<file path="config.mk">
export PLATFORM = sky130hd
export DESIGN_NAME = batch_flow_dispense_controller
export DESIGN_NICKNAME = d
export VERILOG_FILES = /design/src/rtl/core/bfdc_pkg.sv /design/src/rtl/core/bfdc_div.sv /design/src/rtl/core/batch_flow_dispense_controller.sv
export SDC_FILE = /design/constraint.sdc
export NUM_CORES = 2
export LEC_CHECK = 0
export BUFFER_PORTS_ARGS = -buffer_cell sky130_fd_sc_hd__buf_2
export CAP_MARGIN = 10
export CELL_PAD_IN_SITES_DETAIL_PLACEMENT = 2
export CELL_PAD_IN_SITES_GLOBAL_PLACEMENT = 2
export CORE_ASPECT_RATIO = 0.9
export CORE_MARGIN = 5
export CORE_UTILIZATION = 44
export DETAILED_ROUTE_END_ITERATION = 10
export PLACE_DENSITY_LB_ADDON = 0.12
export SYNTH_ARGS = -nofsm -noshare
export SYNTH_HDL_FRONTEND = slang
export SYNTH_HIERARCHICAL = 1
export SYNTH_SLANG_ARGS = --single-unit
</file>
<file path="constraint.sdc">
create_clock -name clk -period 21.3 [get_ports clk]
set_input_delay 4.26 -clock clk [delete_from_list [all_inputs] [get_ports clk]]
set_output_delay 4.26 -clock clk [all_outputs]
set_load 0.03 [all_outputs]
</file>
<file path="src/rtl/core/bfdc_pkg.sv">
// bfdc_pkg: types and fixed constants of the batch flow dispense controller
// used by batch_flow_dispense_controller and its testbench; no dependencies
package bfdc_pkg;

  localparam int unsigned EDGEW  = 4;
  localparam int unsigned PULSEW = 8;
  localparam int unsigned KW     = 20;
  localparam int unsigned VOLCW  = 20;
  localparam int unsigned OVW    = 16;
  localparam int unsigned DLYW   = 16;
  localparam int unsigned VOLW   = 48;
  localparam int unsigned FRACW  = 16;
  localparam int unsigned OUTW   = 32;
  localparam int unsigned CFGIW  = 3;
  localparam int unsigned CFGDW  = 20;

  // shared divider: numerator and divisor widths of the volume path
  localparam int unsigned DIV_NW = 39;
  localparam int unsigned DIV_DW = 22;

  // fixed point scale factors
  localparam logic [12:0] INC_MUL  = 13'd5000;
  localparam logic [1:0]  INC_DIV  = 2'd3;
  localparam logic [26:0] FLOW_MUL = 27'd100000000;
  localparam logic [3:0]  OVR_MUL  = 4'd10;

  // register defaults
  localparam logic [KW-1:0]    K_FACTOR_RST  = 20'd50000;
  localparam logic [VOLCW-1:0] SETPOINT_RST  = 20'd100000;
  localparam logic [VOLCW-1:0] PREACT_RST    = 20'd800;
  localparam logic [OVW-1:0]   OVERRUN_RST   = 16'd10;
  localparam logic [DLYW-1:0]  OPEN_DLY_RST  = 16'd200;
  localparam logic [DLYW-1:0]  CLOSE_DLY_RST = 16'd200;

  typedef enum logic [CFGIW-1:0] {
    REG_K_FACTOR  = 3'd0,
    REG_SETPOINT  = 3'd1,
    REG_PREACT    = 3'd2,
    REG_OVERRUN   = 3'd3,
    REG_OPEN_DLY  = 3'd4,
    REG_CLOSE_DLY = 3'd5
  } cfg_reg_t;

  typedef enum logic [2:0] {
    S_IDLE,
    S_ACCUM,
    S_DIV_BASE,
    S_DIV_OVR,
    S_CTRL
  } state_t;

  typedef struct packed {
    logic running;
    logic stop_req;
    logic main_open;
    logic fine_open;
    logic counting;
    logic open_pend;
    logic close_pend;
    logic done;
  } flags_t;

endpackage

</file>
<file path="src/rtl/core/bfdc_div.sv">
// bfdc_div: restoring divider, one quotient bit per cycle
// uses no package items; instantiated by batch_flow_dispense_controller
module bfdc_div #(
  parameter int unsigned NW = 39,
  parameter int unsigned DW = 22
) (
  input  logic          clk,
  input  logic          rst,
  input  logic          start,
  input  logic [NW-1:0] num,
  input  logic [DW-1:0] den,
  output logic          busy,
  output logic          done,
  output logic [NW-1:0] quo
);

  localparam int unsigned CW = $clog2(NW + 1);

  logic [CW-1:0] cnt;
  logic [DW-1:0] rem;
  logic [DW-1:0] dvs;
  logic [DW:0]   trial;
  logic [DW:0]   diff;
  logic          qbit;
  logic [DW-1:0] rem_next;

  always_comb begin
    trial    = {rem, quo[NW-1]};
    diff     = trial - {1'b0, dvs};
    qbit     = ~diff[DW];
    rem_next = qbit ? diff[DW-1:0] : trial[DW-1:0];
  end

  always_ff @(posedge clk) begin
    if (rst) begin
      busy <= 1'b0;
      done <= 1'b0;
      cnt  <= '0;
    end else begin
      done <= 1'b0;
      if (start) begin
        busy <= 1'b1;
        cnt  <= CW'(NW);
      end else if (busy) begin
        cnt <= cnt - CW'(1);
        if (cnt == CW'(1)) begin
          busy <= 1'b0;
          done <= 1'b1;
        end
      end
    end
  end

  always_ff @(posedge clk) begin
    if (start) begin
      quo <= num;
      rem <= '0;
      dvs <= den;
    end else if (busy) begin
      quo <= {quo[NW-2:0], qbit};
      rem <= rem_next;
    end
  end

  a_no_restart: assert property (@(posedge clk) disable iff (rst) busy |-> !start)
    else $error("divider restarted while busy");
  a_done_after_busy: assert property (@(posedge clk) disable iff (rst) done |-> $past(busy))
    else $error("divider done without a running division");
  a_done_idle: assert property (@(posedge clk) disable iff (rst) done |-> !busy)
    else $error("divider done while still busy");
  a_rem_bound: assert property (@(posedge clk) disable iff (rst) busy |-> rem < dvs)
    else $error("partial remainder not below divisor");

endmodule

</file>
<file path="src/rtl/core/batch_flow_dispense_controller.sv">
// batch_flow_dispense_controller: one request per millisecond tick; the result passes through
// S_ACCUM and S_CTRL, at a window end also S_DIV_BASE, and S_DIV_OVR when overrun scaling applies,
// which wait for the 39-step bit-serial dividers (one quotient bit per cycle)
// next request taken the cycle after the result is loaded, S_CTRL waiting while the previous
// result is held by out_stall
// rst is synchronous: registers return to defaults, all flags and counters clear; uses bfdc_pkg, bfdc_div
module batch_flow_dispense_controller #(
  parameter int unsigned WINDOW_TICKS = 10
) (
  input  logic                              clk,
  input  logic                              rst,
  input  logic                              cfg_valid,
  output logic                              cfg_ready,
  input  logic [bfdc_pkg::CFGIW-1:0]        cfg_index,
  input  logic [bfdc_pkg::CFGDW-1:0]        cfg_data,
  input  logic                              in_valid,
  output logic                              in_stall,
  input  logic [bfdc_pkg::EDGEW-1:0]        edges,
  input  logic                              button_press,
  input  logic                              auto_mode,
  output logic                              out_valid,
  input  logic                              out_stall,
  output logic                              main_valve,
  output logic                              fine_valve,
  output logic                              batch_running,
  output logic                              batch_done,
  output logic [bfdc_pkg::OUTW-1:0]         volume_ml,
  output logic [bfdc_pkg::OUTW-1:0]         flow_ml_per_min
);

  localparam int unsigned TW  = $clog2(WINDOW_TICKS + 1);
  localparam int unsigned FDW = bfdc_pkg::KW + TW;
  localparam int unsigned NW  = bfdc_pkg::DIV_NW;
  localparam int unsigned VW  = bfdc_pkg::VOLW;

  // configuration registers
  logic [bfdc_pkg::KW-1:0]    k_factor;
  logic [bfdc_pkg::VOLCW-1:0] setpoint;
  logic [bfdc_pkg::VOLCW-1:0] preact;
  logic [bfdc_pkg::OVW-1:0]   overrun;
  logic [bfdc_pkg::DLYW-1:0]  open_dly;
  logic [bfdc_pkg::DLYW-1:0]  close_dly;

  bfdc_pkg::state_t state, state_next;
  bfdc_pkg::flags_t flags, flags_next;

  logic [bfdc_pkg::EDGEW-1:0]  edges_q;
  logic                        press_q;
  logic                        auto_q;
  logic [TW-1:0]               tick_cnt;
  logic [TW-1:0]               tick_inc;
  logic                        win_end;
  logic [bfdc_pkg::PULSEW-1:0] pulses;
  logic [bfdc_pkg::PULSEW:0]   pulse_sum;
  logic [bfdc_pkg::PULSEW-1:0] pulses_new;
  logic [VW-1:0]               volume_acc;
  logic [bfdc_pkg::OUTW-1:0]   flow_rate;
  logic [bfdc_pkg::DLYW-1:0]   open_timer, open_timer_next;
  logic [bfdc_pkg::DLYW-1:0]   close_timer, close_timer_next;

  logic                        out_free;
  logic                        commit;
  logic                        vol_clear;

  // divider operands
  logic [bfdc_pkg::KW-1:0]     k_eff;
  logic [bfdc_pkg::OVW-1:0]    ov_eff;
  logic [20:0]                 p_inc;
  logic [NW-1:0]               num_inc;
  logic [NW-1:0]               num_flow;
  logic [NW-1:0]               num_ovr;
  logic [bfdc_pkg::DIV_DW-1:0] den_inc;
  logic [FDW-1:0]              den_flow;
  logic [NW-1:0]               num_a;
  logic [bfdc_pkg::DIV_DW-1:0] den_a;
  logic                        div_a_start, div_a_busy, div_a_done;
  logic                        div_f_start, div_f_busy, div_f_done;
  logic [NW-1:0]               quo_a, quo_f;

  logic signed [20:0]          thr;
  logic                        reached;
  logic                        auto_stop;
  logic [VW:0]                 vol_sum;
  logic [VW-1:0]               vol_sat;

  assign cfg_ready = 1'b1;

  always_ff @(posedge clk) begin
    if (rst) begin
      k_factor  <= bfdc_pkg::K_FACTOR_RST;
      setpoint  <= bfdc_pkg::SETPOINT_RST;
      preact    <= bfdc_pkg::PREACT_RST;
      overrun   <= bfdc_pkg::OVERRUN_RST;
      open_dly  <= bfdc_pkg::OPEN_DLY_RST;
      close_dly <= bfdc_pkg::CLOSE_DLY_RST;
    end else if (cfg_valid && cfg_ready) begin
      unique case (cfg_index)
        bfdc_pkg::REG_K_FACTOR:  k_factor  <= cfg_data[bfdc_pkg::KW-1:0];
        bfdc_pkg::REG_SETPOINT:  setpoint  <= cfg_data[bfdc_pkg::VOLCW-1:0];
        bfdc_pkg::REG_PREACT:    preact    <= cfg_data[bfdc_pkg::VOLCW-1:0];
        bfdc_pkg::REG_OVERRUN:   overrun   <= cfg_data[bfdc_pkg::OVW-1:0];
        bfdc_pkg::REG_OPEN_DLY:  open_dly  <= cfg_data[bfdc_pkg::DLYW-1:0];
        bfdc_pkg::REG_CLOSE_DLY: close_dly <= cfg_data[bfdc_pkg::DLYW-1:0];
        default: ;
      endcase
    end
  end

  // window and operand arithmetic
  always_comb begin
    pulse_sum  = {1'b0, pulses} + (bfdc_pkg::PULSEW + 1)'(edges_q);
    pulses_new = pulses;
    if (flags.counting) begin
      pulses_new = pulse_sum[bfdc_pkg::PULSEW] ? '1 : pulse_sum[bfdc_pkg::PULSEW-1:0];
    end
    tick_inc = tick_cnt + TW'(1);
    win_end  = tick_inc >= TW'(WINDOW_TICKS);

    k_eff    = (k_factor == '0) ? bfdc_pkg::KW'(1) : k_factor;
    ov_eff   = (overrun == '0) ? bfdc_pkg::OVW'(1) : overrun;
    p_inc    = 21'(pulses_new) * 21'(bfdc_pkg::INC_MUL);
    num_inc  = {2'b0, p_inc, {bfdc_pkg::FRACW{1'b0}}};
    num_flow = NW'(35'(pulses_new) * 35'(bfdc_pkg::FLOW_MUL));
    num_ovr  = NW'(quo_a[34:0]) * NW'(bfdc_pkg::OVR_MUL);
    den_inc  = bfdc_pkg::DIV_DW'(k_eff) * bfdc_pkg::DIV_DW'(bfdc_pkg::INC_DIV);
    den_flow = FDW'(k_eff) * FDW'(WINDOW_TICKS);
    num_a    = (state == bfdc_pkg::S_ACCUM) ? num_inc : num_ovr;
    den_a    = (state == bfdc_pkg::S_ACCUM) ? den_inc : bfdc_pkg::DIV_DW'(ov_eff);

    thr       = $signed({1'b0, setpoint}) - $signed({1'b0, preact});
    reached   = (thr <= 21'sd0) ||
                (volume_acc >= {12'b0, thr[19:0], {bfdc_pkg::FRACW{1'b0}}});
    auto_stop = flags.main_open && auto_q && reached;

    vol_sum = {1'b0, volume_acc} + (VW + 1)'(quo_a);
    vol_sat = vol_sum[VW] ? '1 : vol_sum[VW-1:0];
  end

  bfdc_div #(
    .NW (NW),
    .DW (bfdc_pkg::DIV_DW)
  ) u_div_vol (
    .clk   (clk),
    .rst   (rst),
    .start (div_a_start),
    .num   (num_a),
    .den   (den_a),
    .busy  (div_a_busy),
    .done  (div_a_done),
    .quo   (quo_a)
  );

  bfdc_div #(
    .NW (NW),
    .DW (FDW)
  ) u_div_flow (
    .clk   (clk),
    .rst   (rst),
    .start (div_f_start),
    .num   (num_flow),
    .den   (den_flow),
    .busy  (div_f_busy),
    .done  (div_f_done),
    .quo   (quo_f)
  );

  // next state
  always_comb begin
    state_next = state;
    unique case (state)
      bfdc_pkg::S_IDLE:     if (in_valid) state_next = bfdc_pkg::S_ACCUM;
      bfdc_pkg::S_ACCUM:    state_next = win_end ? bfdc_pkg::S_DIV_BASE : bfdc_pkg::S_CTRL;
      bfdc_pkg::S_DIV_BASE: begin
        if (div_a_done) state_next = auto_stop ? bfdc_pkg::S_DIV_OVR : bfdc_pkg::S_CTRL;
      end
      bfdc_pkg::S_DIV_OVR:  if (div_a_done) state_next = bfdc_pkg::S_CTRL;
      bfdc_pkg::S_CTRL:     if (out_free) state_next = bfdc_pkg::S_IDLE;
      default:              state_next = bfdc_pkg::S_IDLE;
    endcase
  end

  // fsm outputs
  always_comb begin
    in_stall    = (state != bfdc_pkg::S_IDLE);
    out_free    = !out_valid || !out_stall;
    commit      = (state == bfdc_pkg::S_CTRL) && out_free;
    div_f_start = (state == bfdc_pkg::S_ACCUM) && win_end;
    div_a_start = div_f_start ||
                  ((state == bfdc_pkg::S_DIV_BASE) && div_a_done && auto_stop);
  end

  // press, stop request and valve delays
  always_comb begin
    logic act;
    logic check;
    flags_next       = flags;
    open_timer_next  = open_timer;
    close_timer_next = close_timer;
    vol_clear        = 1'b0;
    act              = 1'b1;
    check            = 1'b1;
    if (press_q || flags.stop_req) begin
      if (flags.stop_req) begin
        flags_next.stop_req = 1'b0;
      end else if (auto_q && flags.running) begin
        act   = 1'b0;
        check = 1'b0;
      end else begin
        flags_next.running = !flags.running;
      end
      if (act) begin
        if (flags_next.running && !flags.main_open) begin
          flags_next.open_pend = 1'b1;
          flags_next.main_open = 1'b1;
          open_timer_next      = '0;
          vol_clear            = 1'b1;
        end else begin
          flags_next.close_pend = 1'b1;
          flags_next.fine_open  = 1'b0;
          close_timer_next      = '0;
        end
      end
    end
    if (check) begin
      if (flags_next.open_pend && open_timer_next >= open_dly) begin
        flags_next.open_pend = 1'b0;
        flags_next.fine_open = 1'b1;
        flags_next.counting  = 1'b1;
      end
      if (flags_next.close_pend && close_timer_next >= close_dly) begin
        flags_next.close_pend = 1'b0;
        flags_next.main_open  = 1'b0;
        flags_next.counting   = 1'b0;
        flags_next.done       = 1'b1;
      end
    end
    if (flags_next.open_pend && open_timer_next != '1) begin
      open_timer_next = open_timer_next + bfdc_pkg::DLYW'(1);
    end
    if (flags_next.close_pend && close_timer_next != '1) begin
      close_timer_next = close_timer_next + bfdc_pkg::DLYW'(1);
    end
  end

  always_ff @(posedge clk) begin
    if (rst) begin
      state       <= bfdc_pkg::S_IDLE;
      flags       <= '0;
      tick_cnt    <= '0;
      pulses      <= '0;
      volume_acc  <= '0;
      flow_rate   <= '0;
      open_timer  <= '0;
      close_timer <= '0;
      out_valid   <= 1'b0;
    end else begin
      state <= state_next;
      if (commit) begin
        out_valid <= 1'b1;
      end else if (!out_stall) begin
        out_valid <= 1'b0;
      end
      unique case (state)
        bfdc_pkg::S_ACCUM: begin
          if (win_end) begin
            tick_cnt <= '0;
            pulses   <= '0;
          end else begin
            tick_cnt <= tick_inc;
            pulses   <= pulses_new;
          end
        end
        bfdc_pkg::S_DIV_BASE: begin
          if (div_a_done) begin
            flow_rate <= (quo_f[NW-1:bfdc_pkg::OUTW] != '0) ? '1 : quo_f[bfdc_pkg::OUTW-1:0];
            if (auto_stop) begin
              if (flags.running) begin
                flags.running  <= 1'b0;
                flags.stop_req <= 1'b1;
                volume_acc     <= vol_sat;
              end
            end else begin
              volume_acc <= vol_sat;
            end
          end
        end
        bfdc_pkg::S_DIV_OVR: begin
          if (div_a_done) volume_acc <= vol_sat;
        end
        bfdc_pkg::S_CTRL: begin
          if (commit) begin
            flags       <= flags_next;
            open_timer  <= open_timer_next;
            close_timer <= close_timer_next;
            if (vol_clear) volume_acc <= '0;
          end
        end
        default: ;
      endcase
    end
  end

  always_ff @(posedge clk) begin
    if (state == bfdc_pkg::S_IDLE && in_valid) begin
      edges_q <= edges;
      press_q <= button_press;
      auto_q  <= auto_mode;
    end
    if (commit) begin
      main_valve      <= flags_next.main_open;
      fine_valve      <= flags_next.fine_open;
      batch_running   <= flags_next.running;
      batch_done      <= flags_next.done;
      volume_ml       <= vol_clear ? '0 : volume_acc[bfdc_pkg::FRACW +: bfdc_pkg::OUTW];
      flow_ml_per_min <= flow_rate;
    end
  end

  a_div_pair: assert property (@(posedge clk) disable iff (rst)
      (state == bfdc_pkg::S_DIV_BASE && div_a_done) |-> div_f_done)
    else $error("flow and volume divisions out of step");
  a_tick_range: assert property (@(posedge clk) disable iff (rst)
      tick_cnt < TW'(WINDOW_TICKS))
    else $error("window tick counter out of range");
  a_load_from_ctrl: assert property (@(posedge clk) disable iff (rst)
      $rose(out_valid) |-> $past(state == bfdc_pkg::S_CTRL))
    else $error("result loaded outside the control step");
  a_stop_consumed: assert property (@(posedge clk) disable iff (rst)
      (state == bfdc_pkg::S_IDLE) |-> !flags.stop_req)
    else $error("stop request left pending between requests");
  a_div_quiet: assert property (@(posedge clk) disable iff (rst)
      (state == bfdc_pkg::S_IDLE || state == bfdc_pkg::S_CTRL) |-> !div_a_busy && !div_f_busy)
    else $error("divider busy outside the division steps");

endmodule

</file>
# --- Word-level counts from Yosys, hierarchy flattened ---
# Index checks and enable logic that the tools add are counted.
# Widths: inputs -> output; s select.
word_totals:
  wordCells: 220
  latch_bits: 0
  memories: 0
  mem_bits_rw: 0
  reg_bits: 502
  rom_bits: 0
  output_inout_bits: 71
  input_bits: 34
classes:
  eq_ne: 24
  magnitude_cmp: 5
  mul: 5
  n_bitwise: 3
  n_div: 0
  n_addsub: 10
  n_shift: 0
  muxes: 79
  reduce_logical: 48
op_table:
  columns: ["operator", "count"]
  rows:
  - ["$mux 48", 7]
  - ["$mux 16", 10]
  - ["$pmux 48 s3", 1]
  - ["$mux 39", 3]
  - ["$mux 35", 2]
  - ["$add 48x39->49", 1]
  - ["$ge 48x36->1", 1]
  - ["$mul 35x3->38 const B", 1]
  - ["$add 16x1->16 const B", 2]
  - ["$ge 16x16->1", 2]
  - ["$mux 32", 1]
  - ["$mux 8", 4]
  - ["$ne 16x16->1 const B", 2]
  - ["$mux 6", 5]
  - ["$mul 8x19->27 const B", 1]
  - ["$mux 1", 26]
  - ["$sub 25x24->25", 1]
  - ["$mux 24", 1]
  - ["$mul 20x3->23 const B", 1]
  - ["$sub 23x22->23", 1]
  - ["$mul 20x2->22 const B", 1]
  - ["$mux 22", 1]
  - ["$le 21x1->1 const B", 1]
  - ["$mux 3", 7]
  - ["other kinds (33)", 91]

# --- Logic depth before layout (Yosys ltp) ---
logic_depth:
  word_depth: 15
  ltp_mapped: 29

# --- Hierarchy ---
# The synthesis kept the hierarchy.
modules_own_cells:
  columns: ["mod", "seq_area_each_um2", "instances", "area_per_inst_um2", "cells_per_inst"]
  rows:
  - ["batch_flow_dispense_controller", 7106.8, 1, 24583.6, 2916]
  - ["bfdc_div at u_div_flow", 2532.4, 1, 5113.7, 457]
  - ["bfdc_div at u_div_vol", 2432.3, 1, 4785.8, 421]

# --- Worst setup path before layout ---
# Ideal clock, no wire load.
synth_timing:
  path_type: "input port to flip-flop"
  start: "input port out_stall"
  end: "register close_timer[4] (netlist bit)"
  required_ps: 21172
  path_buffers: 1
  path_slack_ps: 13968
  setup_ps: 128
  arrival_ps: 7204
  stages: 8
  path_cell_list: "nand2_1 nand2_1 clkinv_1 nand2_1 clkbuf_1 nand2_1 xnor2_1 nor2_1"
synth_between:
  elab_chain_cells: 4
synth_lines:
  columns: ["element", "line", "rtl"]
  rows:
  - ["start, declared", "batch_flow_dispense_controller.sv:22", "input logic out_stall,"]
  - ["$logic_not 1->1", null, null]
  - ["$logic_or 1x1->1", "batch_flow_dispense_controller.sv:185", "out_free = !out_valid || !out_stall;"]
  - ["$logic_and 1x1->1", "batch_flow_dispense_controller.sv:186", "commit = (state == bfdc_pkg::S_CTRL) && out_free;"]
  - ["net commit", "batch_flow_dispense_controller.sv:62", "logic commit;"]
  - ["$reduce_and 2->1 (no source line)", null, null]
  - ["end signal, assigned", "batch_flow_dispense_controller.sv:294", "close_timer <= close_timer_next;"]
  - ["end, declared", "batch_flow_dispense_controller.sv:59", "logic [bfdc_pkg::DLYW-1:0] close_timer, close_timer_next;"]
# The timed path passes the listed nets, and every way through them passes these cells.
# A chain may end at the register's enable or synchronous reset.

# --- Final worst setup path ---
layout_timing:
  start: "register edges_q[0] (netlist bit)"
  end: "register u_div_flow.quo[34] (data pin)"
layout_between:
  elab_chain_cells: 5
layout_lines:
  columns: ["element", "line", "rtl"]
  rows:
  - ["start, declared", "batch_flow_dispense_controller.sv:47", "logic [bfdc_pkg::EDGEW-1:0] edges_q;"]
  - ["start signal, assigned", "batch_flow_dispense_controller.sv:305", "edges_q <= edges;"]
  - ["$add 8x4->9", "batch_flow_dispense_controller.sv:111", "pulse_sum = {1'b0, pulses} + (bfdc_pkg::PULSEW + 1)'(edges_q);"]
  - ["$mux 8", "batch_flow_dispense_controller.sv:114", "pulses_new = pulse_sum[bfdc_pkg::PULSEW] ? '1 : pulse_sum[bfdc_pkg::PULSEW-1:0];"]
  - ["$mux 8", "batch_flow_dispense_controller.sv:113", "if (flags.counting) begin"]
  - ["$mul 8x19->27", "batch_flow_dispense_controller.sv:123", "num_flow = NW'(35'(pulses_new) * 35'(bfdc_pkg::FLOW_MUL));"]
  - ["net num_flow[34]", "batch_flow_dispense_controller.sv:70", "logic [NW-1:0] num_flow;"]
  - ["$mux 35", "bfdc_div.sv:55", "if (start) begin"]
  - ["end signal, assigned", "bfdc_div.sv:56", "quo <= num;"]
  - ["end signal, assigned", "bfdc_div.sv:60", "quo <= {quo[NW-2:0], qbit};"]
  - ["end, declared", "bfdc_div.sv:14", "output logic [NW-1:0] quo"]
# The timed path passes the listed nets, and every way through them passes these cells.

==> metrics.txt <==
outcome=finished, final reports clean; final hold violations=0; post-detailed-route count of antenna-violating nets=0; Hold Crit Start=flow_rate[20]; number of buffers on the longest clock path=3; min-delay worst type=flop to flop; Syn. warnings=6; pin count of the biggest net entering global routing=141; Post-Route Setup TNS=0 ns; row cnt=97; reported leakage power=0.0161 uW; horizontal die dimension=305 um; top fanout value on the critical path=8; Detail Placement HPWL=89.3 mm; number of levels in the clock H-tree=2; Switching Fraction=29.7%; post-CTS clock slew at the launch and capture registers of the worst setup and hold paths=0.07 ns; launching element type of the critical path=flop; number of detailed-route iterations in the first pass=5; number of buffers added to fix hold violations after cts=0; die area=84,000 um^2; Setup-failing EPs final=0; startpoint-to-endpoint class of the critical path=flop to flop; share of power burned in registers=41.7%; Worst-Skew Late Latency=0.66 ns; Layout Cells excl Fill=4,918; Clock Sink Count=503; slew at the pin closest to its max-slew limit=1.17 ns; number of buffer cells added on primary ports=103; pre-CTS setup slack=13.09 ns; arrival time of the worst setup path=8.71 ns; I/O pin cnt=105; CTS tree=built; RePlAce Congestion=0.857; final clock skew=0.0287 ns; Post-Syn Area=34,500 um^2; unrepaired setup endpoints after global routing=false; Initial Util=44.3%; max_cap viols=0; Critical Path End Type=flop; achievable frequency=121 MHz; Floorplan Core Area=77,800 um^2; CTS Root Buffer Type=sky130_fd_sc_hd__clkbuf_16; Total Routing Usage GR=27.9%; start point of the critical path=edges_q[0]; post-CTS setup buffer count=0; worst voltage drop across the vdd grid=0.0000585 V; final-stage net count=4,300; routed wire length per instance=24.5 um; Final Max Tran Viols=0; post-synthesis instance total=3,792; number of clock buffers inserted by TritonCTS=57; chip height=275 um; via total after detailed routing=29.3k; fraction of layout cells with a size suffix above 1=10.2%; number of antenna cells inserted=0; Setup WS post-layout=13.00 ns; number of global-route vias before repair=33.0k; wire length of the first global-routing pass=188 mm; DRC=0; number of antenna violations at the first check in global routing=9; number of vias per cell=5.95; combinational cell fraction of total power=17.4%; WL final=120 mm; final period utilization=39.0%; PostCTS Resize Cnt=0; DR iter-0 viols=1,540; total net switching power=755 uW; worst slew margin relative to its limit=21.7%; cell-internal power=1780 uW; Power Density=67.3 nW/um^2; Tmin final=8.30 ns; Worst Hold Margin=0.439 ns; R2R Path Start=edges_q[0]; number of placed instances, taps included=4,812; required time of the worst setup path=21.71 ns; syn avg cell area=9.09 um^2; number of filler cells placed in the layout=8,272; clock share of power=40.8%; PnR Total Power=2540 uW; layout-stage area growth over the synthesis result=9.57%; total global routing overflow=0
-- flip-flops by register name (all words and copies together), names as in the netlist, 20 cells and up --
register	count
volume_acc	48
preact	20
flow_ml_per_min	32
u_div_flow/quo	39
u_div_vol/rem	22
flow_rate	32
k_factor	20
u_div_vol/dvs	22
u_div_vol/quo	39
volume_ml	32
setpoint	20
u_div_flow/rem	24
u_div_flow/dvs	24
-- power groups by stage --
| stage | clock network (uW) | logic [uW] | registers [uW] |
|---|---|---|---|
| 5_1_grt | 1100 | 485 | 1060 |
| 6_report | 1040 | 443 | 1060 |
| 2_1_floorplan | 0 | 320 | 1080 |
| 3_5_place_dp | 0 | 434 | 1080 |
| 4_1_cts | 1060 | 442 | 1060 |
| 3_3_place_gp | 0 | 410 | 1080 |
-- worst paths after layout --
kind | to | slack [ns] | cells past startpoint
min reg2reg | flow_ml_per_min[20] | 0.44 | 0
max reg2reg | u_div_flow/quo[34] | 13.00 | 26
min | flow_ml_per_min[20] | 0.44 | 0
max | u_div_flow/quo[34] | 13.00 | 26
-- metal layers --
layer,part of all wire (%),GRT usage [%],wire length (um),up-vias
met5,0.038,0,46,-
met4,3.6,9.88,4340,8
met3,4.0,4.03,4840,248
met2,49,50.2,59200,563
met1,43,34.4,52000,14900
li1,-,-,-,13600
-- critical path, stage by stage (launching register included) --
cell,delay [ns]
sky130_fd_sc_hd__edfxtp_1,0.39
sky130_fd_sc_hd__ha_1,0.25
sky130_fd_sc_hd__fa_1,0.43
sky130_fd_sc_hd__a21o_1,0.18
sky130_fd_sc_hd__a21oi_1,0.26
sky130_fd_sc_hd__nor2_1,0.15
sky130_fd_sc_hd__a21oi_1,0.72
sky130_fd_sc_hd__inv_1,0.25
sky130_fd_sc_hd__fa_1,0.72
sky130_fd_sc_hd__inv_1,0.15
sky130_fd_sc_hd__ha_1,0.20
sky130_fd_sc_hd__inv_1,0.06
sky130_fd_sc_hd__fa_1,0.44
sky130_fd_sc_hd__fa_1,0.51
sky130_fd_sc_hd__inv_1,0.04
sky130_fd_sc_hd__ha_1,0.33
sky130_fd_sc_hd__nand2_1,0.10
sky130_fd_sc_hd__o21ai_0,0.14
sky130_fd_sc_hd__o41ai_1,0.68
sky130_fd_sc_hd__o21ai_0,0.30
sky130_fd_sc_hd__or4_1,0.52
sky130_fd_sc_hd__a31oi_1,0.29
sky130_fd_sc_hd__a211oi_1,0.17
sky130_fd_sc_hd__a21o_1,0.21
sky130_fd_sc_hd__a21oi_1,0.18
sky130_fd_sc_hd__xnor2_1,0.10
sky130_fd_sc_hd__mux2_2,0.28
-- layout by cell type, fill, tap and decap left out, drive strengths merged, types with 20 or more instances in the layout --
cell / instances
nand2: 429
ha: 374
a21oi: 312
dfxtp: 305
nor2: 303
inv: 283
edfxtp: 198
o21ai: 146
buf: 122
xnor2: 107
a21o: 92
mux2: 84
clkbuf: 83
and2: 82
xor2: 79
a211oi: 62
fa: 60
nand3: 59
nor3: 58
nand2b: 43
nor2b: 42
o2bb2ai: 40
o21a: 39
nor4: 37
and3: 36
o221a: 32
mux2i: 28
o211ai: 25
nand4: 24
o21bai: 20
-- layout make-up --
class	count	area, um^2	share of cell area (%)
Timing Repair Buffer	122	677	1.79
Clock inverter	23	278	0.736
Tap cell	1039	1300	3.44
Inverter	281	1060	2.80
Clock buffer	83	1640	4.33
Sequential cell	503	12100	31.9
Multi-Input combinational cell	2867	20800	55.0
-- stage by stage --
step | utilization (%) | cell area, um^2
5_1_grt | 48.5 | 37800
3_3_place_gp | 46.1 | 35800
3_5_place_dp | 46.1 | 35800
4_1_cts | 48.5 | 37800
2_1_floorplan | - | 34500
6_report | 48.5 | 37800
No activity file was read; power rests on OpenSTA's default activity.
